===== src/rtl/lbct_pkg.sv =====
// ----------------------------------------------------------------------------
// lbct_pkg
// Types and constants shared by the LED blink-code timer modules.
// ----------------------------------------------------------------------------
package lbct_pkg;

    localparam int MODE_W       = 2;
    localparam int LOAD_W       = 8;
    localparam int CFG_TIME_W   = 16;
    localparam int CFG_INDEX_W  = 8;
    localparam int PRESCALE_W   = 5;

    // Item modes
    localparam logic [MODE_W-1:0] MODE_TICK    = 2'd0;
    localparam logic [MODE_W-1:0] MODE_LOAD_RX = 2'd1;
    localparam logic [MODE_W-1:0] MODE_LOAD_TX = 2'd2;
    localparam logic [MODE_W-1:0] MODE_FLAG    = 2'd3;

    // Register indexes
    localparam logic [CFG_INDEX_W-1:0] REG_GAP_TIME   = 8'd0;
    localparam logic [CFG_INDEX_W-1:0] REG_PULSE_TIME = 8'd1;

    localparam logic [CFG_TIME_W-1:0] GAP_TIME_RESET   = 16'd500;
    localparam logic [CFG_TIME_W-1:0] PULSE_TIME_RESET = 16'd100;

    localparam logic [PRESCALE_W-1:0] STATUS_ON_PRESCALE  = 5'd30;
    localparam logic [PRESCALE_W-1:0] STATUS_OFF_PRESCALE = 5'd10;

    typedef struct packed {
        logic [MODE_W-1:0] mode;
        logic [LOAD_W-1:0] load_value;
    } in_t;

    typedef struct packed {
        logic rx_led;
        logic tx_led;
        logic status_led;
    } out_t;

    typedef struct packed {
        logic [CFG_TIME_W-1:0] gap_time;
        logic [CFG_TIME_W-1:0] pulse_time;
    } timing_t;

    typedef struct packed {
        logic tick;
        logic load;
    } chan_ctl_t;

endpackage


===== src/rtl/led_blink_code_timer_unit.sv =====
// ----------------------------------------------------------------------------
// led_blink_code_timer_unit
// Tick-driven LED blink-code timer: two pulse-count channels and a slow
// status blink, one LED level result per input beat.
//
//   channel | ports                               | beat
//   --------+-------------------------------------+-----------------------
//   input   | s_valid s_ready s_data              | mode, load_value
//   result  | m_valid m_ready m_data              | rx/tx/status LED levels
//   config  | cfg_valid cfg_ready cfg_index/data  | register write
//
// One beat per cycle unless stalled: all channel updates happen in the
// accepting cycle and the levels land in the result register, visible the
// next cycle. The result register is the only stage; s_ready drops only
// while it holds a beat that m_ready refuses. Config writes are always taken.
// Synchronous active-low reset clears all timers, counts and channel LEDs.
// ----------------------------------------------------------------------------
module led_blink_code_timer_unit #(
    parameter int TIME_BITS = 32
) (
    input  logic                                aclk,
    input  logic                                aresetn,
    input  logic                                s_valid,
    output logic                                s_ready,
    input  lbct_pkg::in_t                       s_data,
    output logic                                m_valid,
    input  logic                                m_ready,
    output lbct_pkg::out_t                      m_data,
    input  logic                                cfg_valid,
    output logic                                cfg_ready,
    input  logic [lbct_pkg::CFG_INDEX_W-1:0]    cfg_index,
    input  logic [lbct_pkg::CFG_TIME_W-1:0]     cfg_data
);

    lbct_pkg::timing_t timing_reg;
    logic [TIME_BITS-1:0] now_reg, now_next;

    logic accept;
    logic tick;
    lbct_pkg::chan_ctl_t rx_ctl, tx_ctl;
    logic rx_led_next, tx_led_next;

    logic                              m_valid_reg;
    lbct_pkg::out_t                    m_data_reg;

    // status channel
    logic [TIME_BITS-1:0]               st_ref_reg, st_ref_next;
    logic                               st_phase_reg, st_phase_next;
    logic                               st_flag_reg, st_flag_next;
    logic [lbct_pkg::PRESCALE_W-1:0]    st_pre_reg, st_pre_next;
    logic                               st_led_reg, st_led_next;
    logic [TIME_BITS-1:0]               st_elapsed;
    logic [TIME_BITS-1:0]               gap_ext, pulse_ext;

    assign cfg_ready = 1'b1;
    assign s_ready   = !m_valid_reg || m_ready;
    assign m_valid   = m_valid_reg;
    assign m_data    = m_data_reg;

    assign accept = s_valid && s_ready;
    assign tick   = accept && (s_data.mode == lbct_pkg::MODE_TICK);
    assign rx_ctl = '{tick: tick, load: accept && (s_data.mode == lbct_pkg::MODE_LOAD_RX)};
    assign tx_ctl = '{tick: tick, load: accept && (s_data.mode == lbct_pkg::MODE_LOAD_TX)};

    assign now_next = now_reg + 1'b1;

    always_ff @(posedge aclk) begin
        if (!aresetn) begin
            timing_reg.gap_time   <= lbct_pkg::GAP_TIME_RESET;
            timing_reg.pulse_time <= lbct_pkg::PULSE_TIME_RESET;
        end else if (cfg_valid && (cfg_data != '0)) begin
            if (cfg_index == lbct_pkg::REG_GAP_TIME) begin
                timing_reg.gap_time <= cfg_data;
            end else if (cfg_index == lbct_pkg::REG_PULSE_TIME) begin
                timing_reg.pulse_time <= cfg_data;
            end
        end
    end

    always_ff @(posedge aclk) begin
        if (!aresetn) begin
            now_reg <= '0;
        end else if (tick) begin
            now_reg <= now_next;
        end
    end

    lbct_pulse_ch #(.TIME_BITS(TIME_BITS)) u_rx_ch (
        .aclk       (aclk),
        .aresetn    (aresetn),
        .ctl        (rx_ctl),
        .load_value (s_data.load_value),
        .now_cur    (now_reg),
        .now_tick   (now_next),
        .timing     (timing_reg),
        .led_next   (rx_led_next)
    );

    lbct_pulse_ch #(.TIME_BITS(TIME_BITS)) u_tx_ch (
        .aclk       (aclk),
        .aresetn    (aresetn),
        .ctl        (tx_ctl),
        .load_value (s_data.load_value),
        .now_cur    (now_reg),
        .now_tick   (now_next),
        .timing     (timing_reg),
        .led_next   (tx_led_next)
    );

    assign gap_ext    = TIME_BITS'(timing_reg.gap_time);
    assign pulse_ext  = TIME_BITS'(timing_reg.pulse_time);
    assign st_elapsed = now_next - st_ref_reg;

    always_comb begin
        st_ref_next   = st_ref_reg;
        st_phase_next = st_phase_reg;
        st_flag_next  = st_flag_reg;
        st_pre_next   = st_pre_reg;
        st_led_next   = st_led_reg;
        if (accept && (s_data.mode == lbct_pkg::MODE_FLAG)) begin
            st_flag_next = s_data.load_value[0];
        end else if (tick) begin
            if (!st_phase_reg) begin
                if (st_elapsed > pulse_ext) begin
                    st_ref_next = st_ref_reg + pulse_ext;
                    if (st_pre_reg == '0) begin
                        st_pre_next   = lbct_pkg::STATUS_ON_PRESCALE;
                        st_led_next   = st_flag_reg;
                        st_phase_next = 1'b1;
                    end else begin
                        st_pre_next = st_pre_reg - 1'b1;
                    end
                end
            end else if (st_elapsed > gap_ext) begin
                if (st_pre_reg == '0) begin
                    st_pre_next   = lbct_pkg::STATUS_OFF_PRESCALE;
                    st_ref_next   = st_ref_reg + gap_ext;
                    st_led_next   = !st_flag_reg;
                    st_phase_next = 1'b0;
                end else begin
                    // countdown steps by pulse_time here, not gap_time
                    st_pre_next = st_pre_reg - 1'b1;
                    st_ref_next = st_ref_reg + pulse_ext;
                end
            end
        end
    end

    always_ff @(posedge aclk) begin
        if (!aresetn) begin
            st_ref_reg   <= '0;
            st_phase_reg <= 1'b0;
            st_flag_reg  <= 1'b0;
            st_pre_reg   <= '0;
            st_led_reg   <= 1'b0;
        end else begin
            st_ref_reg   <= st_ref_next;
            st_phase_reg <= st_phase_next;
            st_flag_reg  <= st_flag_next;
            st_pre_reg   <= st_pre_next;
            st_led_reg   <= st_led_next;
        end
    end

    always_ff @(posedge aclk) begin
        if (!aresetn) begin
            m_valid_reg <= 1'b0;
        end else if (s_ready) begin
            m_valid_reg <= s_valid;
        end
    end

    always_ff @(posedge aclk) begin
        if (accept) begin
            m_data_reg.rx_led     <= rx_led_next;
            m_data_reg.tx_led     <= tx_led_next;
            m_data_reg.status_led <= st_led_next;
        end
    end

endmodule


===== src/rtl/lbct_pulse_ch.sv =====
// ----------------------------------------------------------------------------
// lbct_pulse_ch
// One pulse-count channel: blinks a loaded number of pulses.
// ----------------------------------------------------------------------------
module lbct_pulse_ch #(
    parameter int TIME_BITS = 32
) (
    input  logic                           aclk,
    input  logic                           aresetn,
    input  lbct_pkg::chan_ctl_t            ctl,
    input  logic [lbct_pkg::LOAD_W-1:0]    load_value,
    input  logic [TIME_BITS-1:0]           now_cur,
    input  logic [TIME_BITS-1:0]           now_tick,
    input  lbct_pkg::timing_t              timing,
    output logic                           led_next
);

    logic [TIME_BITS-1:0]        ref_reg, ref_next;
    logic                        phase_reg, phase_next;
    logic [lbct_pkg::LOAD_W-1:0] pending_reg, pending_next;
    logic                        led_reg;

    logic [TIME_BITS-1:0] gap_ext;
    logic [TIME_BITS-1:0] pulse_ext;
    logic [TIME_BITS-1:0] elapsed;

    assign gap_ext   = TIME_BITS'(timing.gap_time);
    assign pulse_ext = TIME_BITS'(timing.pulse_time);
    assign elapsed   = now_tick - ref_reg;

    always_comb begin
        ref_next     = ref_reg;
        phase_next   = phase_reg;
        pending_next = pending_reg;
        led_next     = led_reg;
        if (ctl.load) begin
            ref_next     = now_cur - gap_ext;
            pending_next = load_value;
        end else if (ctl.tick) begin
            if (!phase_reg) begin
                if (elapsed > pulse_ext) begin
                    ref_next   = ref_reg + pulse_ext;
                    led_next   = 1'b0;
                    phase_next = 1'b1;
                end
            end else if ((pending_reg != '0) && (elapsed > gap_ext)) begin
                ref_next     = ref_reg + gap_ext;
                led_next     = 1'b1;
                pending_next = pending_reg - 1'b1;
                phase_next   = 1'b0;
            end
        end
    end

    always_ff @(posedge aclk) begin
        if (!aresetn) begin
            ref_reg     <= '0;
            phase_reg   <= 1'b0;
            pending_reg <= '0;
            led_reg     <= 1'b0;
        end else begin
            ref_reg     <= ref_next;
            phase_reg   <= phase_next;
            pending_reg <= pending_next;
            led_reg     <= led_next;
        end
    end

endmodule

===== config.mk =====
export PLATFORM = sky130hd
export DESIGN_NAME = led_blink_code_timer_unit
export DESIGN_NICKNAME = d
export VERILOG_FILES = /design/src/rtl/lbct_pkg.sv /design/src/rtl/led_blink_code_timer_unit.sv /design/src/rtl/lbct_pulse_ch.sv
export SDC_FILE = /design/constraint.sdc
export NUM_CORES = 1
export LEC_CHECK = 0
export BUFFER_PORTS_ARGS = -buffer_cell sky130_fd_sc_hd__buf_4
export CAP_MARGIN = 20
export CORE_MARGIN = 1.5
export CORE_UTILIZATION = 41
export DETAILED_ROUTE_END_ITERATION = 8
export REMOVE_ABC_BUFFERS = 1
export SLEW_MARGIN = 20
export SYNTH_ARGS = -nofsm -noshare
export SYNTH_HDL_FRONTEND = slang
export SYNTH_SLANG_ARGS = --single-unit

===== constraint.sdc =====
create_clock -name aclk -period 7.4 [get_ports aclk]
set_input_delay 1.48 -clock aclk [delete_from_list [all_inputs] [get_ports aclk]]
set_output_delay 1.48 -clock aclk [all_outputs]
set_load 0.005 [all_outputs]

# After elaboration in Yosys (flattened, before gate mapping)
# Cells that the tools add are included.
[totals] reg_bits=192 latch_bits=0 ramBits=0 rom_bits=0 inputBits=39 output_inout_bits=6 memories=0
[classes] add_sub_neg=14 multipliers=0 n_div=0 magnitude_cmp=6 eq_ne=7 shift=0 n_mux=55 bitwise=4 reduce_logical=36
[ops] op="$mux W32" count=14
[ops] op="$add A32 B16 Y32" count=6
[ops] op="$gt A32 B16 Y1" count=6
[ops] op="$sub A32 B32 Y32" count=3
[ops] op="$mux W8" count=8
[ops] op="$add A32 B1 Y32 const B" count=1
[ops] op="$sub A32 B16 Y32" count=1
[ops] op="$mux W1" count=28
[ops] op="$mux W5" count=5
[ops] op="$reduce_bool A16 Y1" count=1
[ops] op="$reduce_bool A8 Y1" count=2
[ops] op="$sub A8 B1 Y8 const B" count=2
[ops] op="$reduce_and A3 Y1" count=5
[ops] op="$reduce_bool A2 Y1" count=7
[ops] op="$eq A8 B1 Y1 const B" count=1
[ops] op="$logic_and A1 B1 Y1" count=8
[ops] op="$logic_not A8 Y1" count=1
[ops] op="$reduce_and A2 Y1" count=4
[ops] op="$ne A3 B3 Y1 const B" count=2
[ops] op="$reduce_bool A3 Y1" count=2
[ops] op="$logic_not A5 Y1" count=1
[ops] op="$sub A5 B1 Y5 const B" count=1
[ops] op="$eq A2 B2 Y1 const B" count=2
[ops] op="$not A1 Y1" count=4
[ops] op="6 further kinds" count=7

# Longest topological paths before layout
[logic_depth] depth_word=8 mapped_depth=27 depth_no_buf=26

# By module
# Synthesis repeated with hierarchy kept, for this count alone.
[hier_totals] hier_cells=3107 hier_area_um2=23084.6
[modules_own_cells] module="led_blink_code_timer_unit" n_inst=1 cells_per_inst=1196 area_per_inst_um2=9153.8 seq_area_each_um2=2192.1
[modules_own_cells] module="lbct_pulse_ch (u_tx_ch)" n_inst=1 cells_per_inst=949 area_per_inst_um2=7024.2 seq_area_each_um2=840.8
[modules_own_cells] module="lbct_pulse_ch (u_rx_ch)" n_inst=1 cells_per_inst=962 area_per_inst_um2=6906.6 seq_area_each_um2=840.8

# Least setup slack after synthesis
# OpenSTA, ideal clock, no wires.
[synth_timing] path_type="flip-flop to flip-flop" from="register now_reg[0]" to="register u_rx_ch.ref_reg[17]" setup_ps=134 t_arrival_ps=5606 required_time_ps=7266 slack_ps=1660 path_stages_with_launch=27 n_path_buf=3 period_less_slack_ps=5740 path_cell_list="dfxtp_1 > ha_1 > nand3_1 > nor3_1 > and3_1 > and2_1 > nand4_1 > nor2_1 > and3_1 > and3_1 > nand3_1 > xnor2_1 > ha_1 > a21oi_1 > a21boi_0 > or3_1 > a21boi_0 > mux2i_1 > a211o_1 > or4_1 > o211ai_1 > nor2b_1 > buf_4 > buf_4 > buf_4 > mux2i_1 > o221ai_1"
[synth_via] elab_chain_len=6 word_cells_on_any_way=10 cone_classes="add/sub: 3; order compare: 2; eq/ne: 1; mux: 1; reduce/logical: 3"
[synth_rtl] element="start: declaration" line_no="led_blink_code_timer_unit.sv:36" text="logic [TIME_BITS-1:0] now_reg, now_next;"
[synth_rtl] element="start signal: assignment" line_no="led_blink_code_timer_unit.sv:84" text="now_reg <= now_next;"
[synth_rtl] element="$add A32 B1 Y32 (*)" line_no="led_blink_code_timer_unit.sv:65" text="assign now_next = now_reg + 1'b1;"
[synth_rtl] element="net now_next[28]" line_no="led_blink_code_timer_unit.sv:36"
[synth_rtl] element="$sub A32 B32 Y32 (*)" line_no="lbct_pulse_ch.sv:29" text="assign elapsed = now_tick - ref_reg;"
[synth_rtl] element="$gt A32 B16 Y1" line_no="lbct_pulse_ch.sv:46" text="end else if ((pending_reg != '0) && (elapsed > gap_ext)) begin"
[synth_rtl] element="$logic_and A1 B1 Y1" line_no="lbct_pulse_ch.sv:46"
[synth_rtl] element="$ne A3 B3 Y1 (no line)"
[synth_rtl] element="$reduce_and A3 Y1 (no line) (*)"
[synth_rtl] element="end signal: assignment" line_no="lbct_pulse_ch.sv:62" text="ref_reg <= ref_next;"
[synth_rtl] element="end: declaration" line_no="lbct_pulse_ch.sv:18" text="logic [TIME_BITS-1:0] ref_reg, ref_next;"
# The timed path passes the listed nets; every way through them passes the cells marked *.
# A chain may end at the register's enable or synchronous reset.

# Final worst setup path
[layout_timing] from="register now_reg[0]" to="register u_tx_ch.ref_reg[21]"
[layout_via] elab_chain_len=6 word_cells_on_any_way=10 cone_classes="add/sub: 3; order compare: 2; eq/ne: 1; mux: 1; reduce/logical: 3"
[layout_rtl] element="$add A32 B1 Y32 (*)" line_no="led_blink_code_timer_unit.sv:65"
[layout_rtl] element="net now_next[12]" line_no="led_blink_code_timer_unit.sv:36"
[layout_rtl] element="$sub A32 B32 Y32 (*)" line_no="lbct_pulse_ch.sv:29"
[layout_rtl] element="$gt A32 B16 Y1" line_no="lbct_pulse_ch.sv:46"
[layout_rtl] element="$logic_and A1 B1 Y1" line_no="lbct_pulse_ch.sv:46"
[layout_rtl] element="$ne A3 B3 Y1 (no line)"
[layout_rtl] element="$reduce_and A3 Y1 (no line) (*)"
[layout_rtl] element="end signal: assignment" line_no="lbct_pulse_ch.sv:62"
[layout_rtl] element="end: declaration" line_no="lbct_pulse_ch.sv:18"
# Marked as above.

==> flow_summary.ini <==
[routing]
ant_nets = 0
wl_per_cell_um = 21.3
drtIter0Drc = 2022
drt_wl_total_um = 76000
drc = 0
viasPerCell = 6.14
via_count = 21900
first_pass_iters = 6

[timing]
skew_ps = 21.2
grt_setup_unrepaired = false
max_freq_mhz = 142
hold_violations = 0
slew_violations = 0
tns_ps = 0
relSlewSlack = 0.405
setup_viol = 0
tightestPinTransition_ps = 892
layout_min_cycle_time_ps = 7060
whs_ps = 470
fin_ws_ps = 337
finalCritPeriodShare = 0.954

[global_routing]
grt_max_degree = 68
grt_pass1_wl_um = 116000
grt_usage = 0.279
antenna_found_initial = 0
globalRouteOverflowTotal = 0
grt_pass1_vias = 20500

[worst_setup_path]
cp-start-kind = flop
path_max_fanout = 18
rr_startpoint = now_reg[0]
crit_start = now_reg[0]
critPathRequiredTime_ps = 7800
end_kind = flop
crit_type = reg2reg
critPathArrivalTime_ps = 7470

[power]
powerDensity_mw_per_mm2 = 137
total_power_w = 0.00316
ir_drop_mv = 0.205
p_leak_nw = 10.2

[die]
fp-row-count = 83
core_mm2 = 0.0517
io_pins = 45
die_area_mm2 = 0.0540
initial_utilization = 0.417
die_w_um = 232
chipHeight_um = 232

[yosys]
synth-seq-area-share = 0.179
ys_warn_count = 0
ys_types = 92
yosysTopAreaCell = dfxtp_1
ys_top_cells_by_area = dfxtp_1, ha_1, a21oi_1
synth_area_mm2 = 0.0216
synthCells = 2905
avgSynthCellArea_um2 = 7.43
synth-seq-cells = 192
ys_dominant_reg_cell = dfxtp_1
synthArstFlopShare = 0
synth_top_cell_area_share = 0.175
synthTopCellsByCount = ha_1, nor2_1, nand2_1, a21oi_1, inv_1
synth-edff-count = 3
yosys.cell_count.top_type = ha_1

[flow_run]
cap_violations = 0

[cts]
cts_sinks = 192
htreeDepth = 4
clk_latency_ps = 520
cts_inserted_buffers = 17
clk_pin_slew_worst_paths_ps = 90
cts_root_buf = clkbuf_16
cts_hold_buf = 0
clockBufferDepth = 2
cts_tree = built

[cells_and_area]
final_util = 0.447
nets = 3191
drive_gt1_frac = 0.0555
diodes = 0
syn_to_final_growth_pct = 6.96

[placement]
gp_congestion = 1.02
numPortBuffers = 43
pre_cts_slack_ps = 119
dp_hpwl_um = 61300

[min_path]
hp-class = reg2reg
worstHoldStart = st_ref_reg[28]

[run_status]
status = finished, final reports clean
[critical path, cell delays in order, from the launching register on]
cell	delay, ps
dfxtp_1	460
ha_1	250
nand3_1	240
nor3_2	340
and3_1	300
and2_1	220
nand2_1	110
xnor2_2	230
ha_1	500
nand2_1	100
nor3_2	400
o311ai_2	350
a21oi_1	390
nor2_1	110
xnor2_1	300
ha_1	310
nand4_1	180
nor2_1	80
a211oi_1	380
a21oi_1	210
nor4_2	260
buf_4	190
o22ai_2	100
buf_4	220
nor2b_1	180
and3_1	180
o311a_1	310
[report_power, final]
group          internal, W  switching [W]
sequential         0.00107      0.0000372
clock             0.000439       0.000511
combinational     0.000443       0.000657
total              0.00195        0.00121
[timing repair]
item                       4_1_cts  5_1_grt
setup endpoints to repair        0       53
gates resized for setup          0        7
buffers inserted                 0        0
[final cells by class]
class                           count  area (um2)
Multi-Input combinational cell   2386       16500
Sequential cell                   192        3870
Fill cell                        5275       28600
Clock buffer                       17         425
Tap cell                          680         851
Inverter                          197         742
Timing Repair Buffer               75         576
Clock inverter                     14         129
[path summary, 6_finish.rpt]
check                           slack, ps                   to  depth (start not counted)
worst max-delay path                  340  u_tx_ch.ref_reg[21]                         26
worst min-delay path                  470       st_ref_reg[28]                          2
worst max register to register        340  u_tx_ch.ref_reg[21]                         26
worst min register to register        470       st_ref_reg[28]                          2
[metal layers]
layer,vias to the layer above,share of wire,track usage
li1,10500,-,-
met1,10500,0.46,0.388
met2,792,0.44,0.440
met3,108,0.073,0.0400
met4,0,0.026,0.0881
met5,-,0,0
[metrics by stage]
stage / cells / cell area [um2]
after floorplan: 2775 / 21000
after global routing: 3561 / 23100
final: 3561 / 23100
after detailed placement: 3529 / 22500
after CTS: 3560 / 23100
after global placement: 3529 / 22500
[cells in the final DEF, fill, tap and decap left out, types with 10 or more instances in the layout]
cell type and count:
inv_1 196, a311oi_1 10, dfxtp_1 189, a211o_1 13, a211oi_1 45, a21o_1 74
or2_2 14, xor2_1 72, mux2i_1 74, or4_1 12, clkbuf_16 17, nand3_1 80
and4_1 12, a31oi_1 18, o21bai_1 17, a21oi_1 225, and3_1 28, nor2b_1 35
nor3_1 70, or3_1 35, o31a_1 11, o31ai_1 16, nand4_1 82, buf_4 74
and2_1 20, nand2b_1 33, ha_1 275, o21a_1 51, a21boi_0 10, o21ai_0 175
nor2_1 258, nor4_1 30, nand2_1 256, o211ai_1 55, xnor2_1 118
[cells by family (layout without fill, tap and decap cells)]
family,after synthesis,after routing,share of synthesized area
buf+inv,327,303,0.0593
other cells,1,1,0.000174
simple gates,1000,1000,0.225
xor+xnor,192,192,0.0785
flops,192,192,0.179
fa+ha+maj,283,283,0.167
compound gates,829,829,0.253
mux,81,81,0.0380
(Power assumes the default switching activity.)
